## config.mk

```make
export PLATFORM = sky130hd
export DESIGN_NAME = crc32_bytewise_reflected_core
export DESIGN_NICKNAME = d
export VERILOG_FILES = /design/src/hw/rtl/crc32br_pkg.sv /design/src/hw/rtl/crc32br_cfg_regs.sv /design/src/hw/rtl/crc32br_byte_update.sv /design/src/hw/rtl/crc32_bytewise_reflected_core.sv
export SDC_FILE = /design/constraint.sdc
export NUM_CORES = 1
export LEC_CHECK = 0
export BUFFER_PORTS_ARGS = -buffer_cell sky130_fd_sc_hd__buf_2
export CAP_MARGIN = 5
export CORE_ASPECT_RATIO = 0.75
export CORE_MARGIN = 3
export CORE_UTILIZATION = 40
export CTS_BUF_LIST = sky130_fd_sc_hd__clkbuf_8
export DETAILED_ROUTE_END_ITERATION = 8
export PLACE_DENSITY_LB_ADDON = 0.15
export SLEW_MARGIN = 25
export SYNTH_ARGS = -nofsm -noshare
export SYNTH_HDL_FRONTEND = slang
export SYNTH_SLANG_ARGS = --single-unit
```

## constraint.sdc

```tcl
create_clock -name clk -period 9.73 [get_ports clk]
set_input_delay 0.4865 -clock clk [delete_from_list [all_inputs] [get_ports clk]]
set_output_delay 0.4865 -clock clk [all_outputs]
set_load 0.02 [all_outputs]
```

## src/hw/rtl/crc32br_pkg.sv

```systemverilog
// Shared types and constants for the byte-serial reflected CRC-32 core.
// Holds reset values, register indexes and the configuration bundle.
// No dependencies.
package crc32br_pkg;

  localparam int unsigned CRC_W   = 32;
  localparam int unsigned BYTE_W  = 8;
  localparam int unsigned CFG_IDX_W = 2;

  localparam logic [CRC_W-1:0] POLY_RESET  = 32'hEDB8_8320;
  localparam logic [CRC_W-1:0] START_RESET = 32'hFFFF_FFFF;
  localparam logic [CRC_W-1:0] MASK_RESET  = 32'hFFFF_FFFF;

  // Configuration register indexes
  typedef enum logic [CFG_IDX_W-1:0] {
    REG_POLYNOMIAL  = 2'd0,
    REG_START_VALUE = 2'd1,
    REG_FINAL_MASK  = 2'd2
  } cfg_reg_t;

  // Configuration bundle handed to the datapath
  typedef struct packed {
    logic [CRC_W-1:0] polynomial;
    logic [CRC_W-1:0] start_value;
    logic [CRC_W-1:0] final_mask;
  } crc_cfg_t;

endpackage

```

## src/hw/rtl/crc32br_cfg_regs.sv

```systemverilog
// Configuration register file for the reflected CRC-32 core.
// Decodes plain index writes into polynomial, start value and final mask.
// Depends on crc32br_pkg.
module crc32br_cfg_regs (
  input  logic                                 clk,
  input  logic                                 rst_n,
  input  logic                                 cfg_we,
  input  logic [crc32br_pkg::CFG_IDX_W-1:0]    cfg_index,
  input  logic [crc32br_pkg::CRC_W-1:0]        cfg_wdata,
  output crc32br_pkg::crc_cfg_t                cfg
);
  import crc32br_pkg::*;

  crc_cfg_t cfg_r;
  crc_cfg_t cfg_nxt;

  // Decode the write; an index past the list leaves everything alone
  always_comb begin
    cfg_nxt = cfg_r;
    if (cfg_we) begin
      unique case (cfg_index)
        REG_POLYNOMIAL:  cfg_nxt.polynomial  = cfg_wdata;
        REG_START_VALUE: cfg_nxt.start_value = cfg_wdata;
        REG_FINAL_MASK:  cfg_nxt.final_mask  = cfg_wdata;
        default:         cfg_nxt = cfg_r;
      endcase
    end
  end

  always_ff @(posedge clk) begin
    if (!rst_n) begin
      cfg_r.polynomial  <= POLY_RESET;
      cfg_r.start_value <= START_RESET;
      cfg_r.final_mask  <= MASK_RESET;
    end else begin
      cfg_r <= cfg_nxt;
    end
  end

  assign cfg = cfg_r;

endmodule

```

## src/hw/rtl/crc32br_byte_update.sv

```systemverilog
// Combinational byte update for the reflected CRC-32 core: optional reload,
// eight LSB-first shift/XOR steps, then final mask and 32-bit reversal.
// Depends on crc32br_pkg.
module crc32br_byte_update (
  input  logic [crc32br_pkg::CRC_W-1:0]  rem_cur,
  input  logic [crc32br_pkg::BYTE_W-1:0] data_byte,
  input  logic                           start_req,
  input  crc32br_pkg::crc_cfg_t          cfg,
  output logic [crc32br_pkg::CRC_W-1:0]  rem_new,
  output logic [crc32br_pkg::CRC_W-1:0]  crc_new
);
  import crc32br_pkg::*;

  logic [CRC_W-1:0] rem_work;
  logic [CRC_W-1:0] masked;

  // Reload on start, fold in the byte, then run the eight bit steps
  always_comb begin
    rem_work = start_req ? cfg.start_value : rem_cur;
    rem_work = rem_work ^ {{(CRC_W-BYTE_W){1'b0}}, data_byte};
    for (int i = 0; i < BYTE_W; i++) begin
      if (rem_work[0]) begin
        rem_work = (rem_work >> 1) ^ cfg.polynomial;
      end else begin
        rem_work = rem_work >> 1;
      end
    end
  end

  assign rem_new = rem_work;
  assign masked  = rem_work ^ cfg.final_mask;

  // Reverse bit order over the full word
  always_comb begin
    for (int i = 0; i < CRC_W; i++) begin
      crc_new[i] = masked[CRC_W-1-i];
    end
  end

endmodule

```

## src/hw/rtl/crc32_bytewise_reflected_core.sv

```systemverilog
// Byte-serial reflected CRC-32 core: one word in, one finished CRC out, one
// word per clock sustained. The remainder update is a combinational eight-step
// XOR network from the input port into the remainder and result registers, so
// each word gives its result in the cycle after acceptance and a new word is
// taken every cycle while the result register is empty or being drained.
// A word with start_req set reloads the remainder from the start value first.
// Configuration writes take effect on the next word and belong in idle time.
// Depends on crc32br_pkg, crc32br_cfg_regs and crc32br_byte_update.
module crc32_bytewise_reflected_core (
  input  logic                                 clk,
  input  logic                                 rst_n,
  // configuration
  input  logic                                 cfg_we,
  input  logic [crc32br_pkg::CFG_IDX_W-1:0]    cfg_index,
  input  logic [crc32br_pkg::CRC_W-1:0]        cfg_wdata,
  // input words
  input  logic                                 in_valid,
  output logic                                 in_ready,
  input  logic [crc32br_pkg::BYTE_W-1:0]       in_data_byte,
  input  logic                                 in_start_req,
  // results
  output logic                                 out_valid,
  input  logic                                 out_ready,
  output logic [crc32br_pkg::CRC_W-1:0]        out_crc_value
);
  import crc32br_pkg::*;

  crc_cfg_t         cfg;
  logic [CRC_W-1:0] remainder_r;
  logic [CRC_W-1:0] remainder_nxt;
  logic [CRC_W-1:0] crc_r;
  logic [CRC_W-1:0] crc_nxt;
  logic             out_valid_r;
  logic             in_fire;

  crc32br_cfg_regs u_cfg_regs (
    .clk       (clk),
    .rst_n     (rst_n),
    .cfg_we    (cfg_we),
    .cfg_index (cfg_index),
    .cfg_wdata (cfg_wdata),
    .cfg       (cfg)
  );

  crc32br_byte_update u_byte_update (
    .rem_cur   (remainder_r),
    .data_byte (in_data_byte),
    .start_req (in_start_req),
    .cfg       (cfg),
    .rem_new   (remainder_nxt),
    .crc_new   (crc_nxt)
  );

  // Take a word whenever the result register is free or draining
  assign in_ready = !out_valid_r || out_ready;
  assign in_fire  = in_valid && in_ready;

  // Advance the remainder on each accepted word
  always_ff @(posedge clk) begin
    if (!rst_n) begin
      remainder_r <= START_RESET;
    end else if (in_fire) begin
      remainder_r <= remainder_nxt;
    end
  end

  // Result register: load on accept, drop when taken
  always_ff @(posedge clk) begin
    if (!rst_n) begin
      out_valid_r <= 1'b0;
    end else if (in_fire) begin
      out_valid_r <= 1'b1;
    end else if (out_ready) begin
      out_valid_r <= 1'b0;
    end
  end

  always_ff @(posedge clk) begin
    if (in_fire) begin
      crc_r <= crc_nxt;
    end
  end

  assign out_valid     = out_valid_r;
  assign out_crc_value = crc_r;

`ifndef SYNTHESIS
  a_fire_gives_result: assert property (@(posedge clk) disable iff (!rst_n)
    in_fire |=> out_valid_r)
    else $error("accepted word produced no result");

  a_ready_when_empty: assert property (@(posedge clk) disable iff (!rst_n)
    !out_valid_r |-> in_ready)
    else $error("input stalled with empty result register");

  a_rem_holds: assert property (@(posedge clk) disable iff (!rst_n)
    !in_fire |=> $stable(remainder_r))
    else $error("remainder changed without an accepted word");

  a_reset_clears: assert property (@(posedge clk)
    !rst_n |=> !out_valid_r)
    else $error("result valid right after reset");
`endif

endmodule

```

==> results.txt <==
----------------------------------------------------
[Outcome]
  Run status ... completed

[Power and ir drop]
  Static Leak ... 0.00535 µW
  Total power per unit cell area ... 286 nW/µm²
  Largest vdd supply drop ... 0.141 mV

[Placed design]
  Pre-CTS WS ... 3.43 ns
  HPWL after DPL ... 25,200 µm
  Count of buffers from port buffering ... 81
  Routability cong. ... 0.911

[Synthesis]
  Dominant register cell in the synthesized netlist ... sky130_fd_sc_hd__dfxtp_1
  Number of cells produced by synthesis ... 1,504
  Synth cell types ... 80
  Area share of the largest cell type after synthesis ... 21.0%
  Area of the mapped netlist ... 12,300 µm²
  Number of synthesized flops with an enable pin ... 32
  Most frequent cell after synthesis ... sky130_fd_sc_hd__nand2_1
  Largest area contributor in the netlist ... sky130_fd_sc_hd__dfxtp_1
  Syn avg cell area ... 8.17 µm²
  Sequential area share after synthesis ... 28.9%
  Synthesis-stage register bit count ... 161
  Syn Nets ... 1,552
  List of most frequent post-synthesis cells ... 374 x sky130_fd_sc_hd__nand2_1, 183 x sky130_fd_sc_hd__xnor2_1, 129 x sky130_fd_sc_hd__dfxtp_1, 92 x sky130_fd_sc_hd__clkbuf_1, 66 x sky130_fd_sc_hd__nor2_1
  Async set-or-reset flop fraction in the synthesized netlist ... 0%
  Cells taking the most area after synthesis ... sky130_fd_sc_hd__dfxtp_1 21%, sky130_fd_sc_hd__xnor2_1 13%, sky130_fd_sc_hd__nand2_1 11%
  Warnings from Yosys ... 0

[GRT]
  Aggregate global-route resource usage ... 22.5%
  GRT overflow ... 0
  Global-route wire length before repair ... 58,200 µm
  Largest net degree at the start of global routing ... 71
  Vias in the first global route ... 9,739
  Initial antenna violation count ... 0

[Hold path]
  Type of the worst min-delay path ... input pin to register

[Die]
  Vertical extent of the die ... 158 µm
  Die area ... 32,900 µm²
  Cell row count ... 54
  Core region area ... 29,700 µm²
  Initial cell density of the core ... 41.4%
  Number of ports placed on the die boundary ... 82
  Die X-Extent ... 208 µm

[Routing]
  Count of nets left with antenna violations after detail routing ... 0
  Post-route DRC ... 0
  Violation count after the first detailed-routing iteration ... 878
  Via density per instance ... 5.47
  Via count ... 10,400
  Wire length per cell ... 19.4 µm
  First-pass iteration count of the detailed router ... 5
  Post-Route WL ... 36,900 µm

[Timing]
  Worst hold slack across all endpoints ... 0.205 ns
  Total negative slack for setup checks ... 0 ns
  Pin slew with the least headroom to its limit ... 1.06 ns
  Final worst setup slack ... 3.85 ns
  Final setup violating endpoints ... 0
  Maximum operating frequency ... 170 MHz
  Setup repair after global routing missed its margin ... no
  Crit path time final ... 5.88 ns
  Worst Clk Skew ... 0.0209 ns
  Final hold violation count ... 0
  Share of the clock period used by the worst path ... 60.4%
  Rel. slew slack ... 29.3%
  Max-slew violations ... 0

[Cells and area]
  Share of post-route cells with drive strength above 1 ... 12.7%
  Antenna diodes ... 0
  Layout net count ... 1,546
  Register cell area after layout ... 3540 µm²
  Total area of multi-input combinational cells ... 8030 µm²
  Filler cell count ... 2,992
  Layout overhead on the synthesized area ... 7.78%

[Setup path]
  Kind of start point of the critical path ... register
  CP Capture Type ... register
  Required @ worst endpoint ... 9.99 ns
  Data arrival time of the critical path ... 6.15 ns
  Crit Path Category ... register to register
  Worst-path maximum fanout ... 20

[Clocking]
  Longest Clk Path Bufs ... 2
  CTS-repair resized insts ... 0
  Clock insertion delay at the later pin of the skew report ... 0.52 ns
  Clock input transition at the sequential cells of the worst setup and hold paths ... 0.11 ns
  Clock tree from TritonCTS ... built
  Post-CTS setup buffer count ... 0
  Max H-tree Level ... 4
  Clock sink count ... 161
  Total CTS buffers ... 17
  Root buffer cell ... sky130_fd_sc_hd__clkbuf_8
  Hold-fix buffer count after cts ... 0

[Job]
  Count of maximum capacitance violations ... 0

----------------------------------------------------
## cell usage in the layout, fill, tap and decap left out, types with 5 or more instances in the layout
master	instances
sky130_fd_sc_hd__o211ai_1	44
sky130_fd_sc_hd__o2111ai_1	5
sky130_fd_sc_hd__and3_1	24
sky130_fd_sc_hd__xnor3_1	26
sky130_fd_sc_hd__o21a_1	21
sky130_fd_sc_hd__a21oi_1	34
sky130_fd_sc_hd__nor2_1	65
sky130_fd_sc_hd__a2111oi_4	17
sky130_fd_sc_hd__dfxtp_1	129
sky130_fd_sc_hd__xor2_1	15
sky130_fd_sc_hd__o211a_1	7
sky130_fd_sc_hd__buf_2	80
sky130_fd_sc_hd__nand3_1	61
sky130_fd_sc_hd__o21ai_0	35
sky130_fd_sc_hd__nor3_2	5
sky130_fd_sc_hd__a21boi_0	20
sky130_fd_sc_hd__mux2i_1	36
sky130_fd_sc_hd__nand2_1	374
sky130_fd_sc_hd__and4_1	5
sky130_fd_sc_hd__xnor2_2	5
sky130_fd_sc_hd__edfxtp_1	32
sky130_fd_sc_hd__xnor2_1	182
sky130_fd_sc_hd__nor3b_1	25
sky130_fd_sc_hd__buf_4	19
sky130_fd_sc_hd__nor3_1	52
sky130_fd_sc_hd__clkbuf_8	21
sky130_fd_sc_hd__inv_1	56
sky130_fd_sc_hd__a211oi_1	12
## path summary, 6_finish.rpt
kind                      start                 end  slack (ns)  cells past startpoint
min               cfg_wdata[19]  u_cfg_regs.cfg[51]        0.21                      3
min reg2reg  u_cfg_regs.cfg[59]  u_cfg_regs.cfg[59]        0.48                      2
max reg2reg  u_cfg_regs.cfg[65]   out_crc_value[17]        3.85                     14
max          u_cfg_regs.cfg[65]   out_crc_value[17]        3.85                     14
## layout make-up
cell class / count / share of cell area, %
multi-input cells: 1162 / 60.7
flip-flops and latches: 161 / 26.8
repair buffers: 99 / 4.10
well taps: 392 / 3.71
clock buffers: 21 / 2.18
inverters: 57 / 1.62
clock inverters: 11 / 0.964
## cell families (layout without fill, tap and decap cells)
| kind of cell | after synthesis | after routing | synth area share [%] |
|---|---|---|---|
| buffers and inverters | 181 | 188 | 6.16 |
| XOR/XNOR | 236 | 236 | 21.0 |
| AND/OR/NAND/NOR | 644 | 644 | 23.5 |
| multiplexers | 39 | 39 | 3.39 |
| AO/OA/AOI/OAI | 243 | 243 | 17.1 |
| flip-flops | 161 | 161 | 28.9 |
## per-layer routing
metal  track usage [%]  vias to the layer above  routed length (µm)
met5                 0                        -                   0
met4              5.77                        0                 551
met3              4.18                       31                2370
met2              32.4                      324               15100
met1              34.4                     4973               18900
li1                  -                     5085                   -
## critical path, cell delays in order, from the launching register on
cell and delay [ns]:
sky130_fd_sc_hd__dfxtp_1 0.82, sky130_fd_sc_hd__inv_1 0.51, sky130_fd_sc_hd__nor2_2 0.29, sky130_fd_sc_hd__a32oi_1 0.10, sky130_fd_sc_hd__a21oi_1 0.75, sky130_fd_sc_hd__nor4_1 0.19, sky130_fd_sc_hd__o311a_1 0.41, sky130_fd_sc_hd__a21oi_4 0.20
sky130_fd_sc_hd__xnor3_1 0.48, sky130_fd_sc_hd__nand2_1 0.47, sky130_fd_sc_hd__buf_4 0.41, sky130_fd_sc_hd__nand2_1 0.16, sky130_fd_sc_hd__a2111oi_4 0.36, sky130_fd_sc_hd__nor2_1 0.12, sky130_fd_sc_hd__xnor3_1 0.34
## registers in the layout (all words and copies together), names as in the netlist
name,count
out_valid,1
u_cfg_regs.cfg,96
out_crc_value,32
remainder_r,32
## where the power goes
group	switching, µW	internal (µW)
registers	75.5	888
clock network	284	256
logic	1320	956
total	1680	2100
## through the flow
stage	cell area [µm²]	std cells	utilization, %	total power [µW]
after floorplan	12300	1504	-	2750
after global placement	12800	1871	43.2	3220
after detailed placement	12800	1871	43.2	3240
after CTS	13200	1903	44.6	3810
after global routing	13200	1903	44.6	4040
final	13200	1903	44.6	3780
Note: power is estimated with default switching activity, not from simulation.
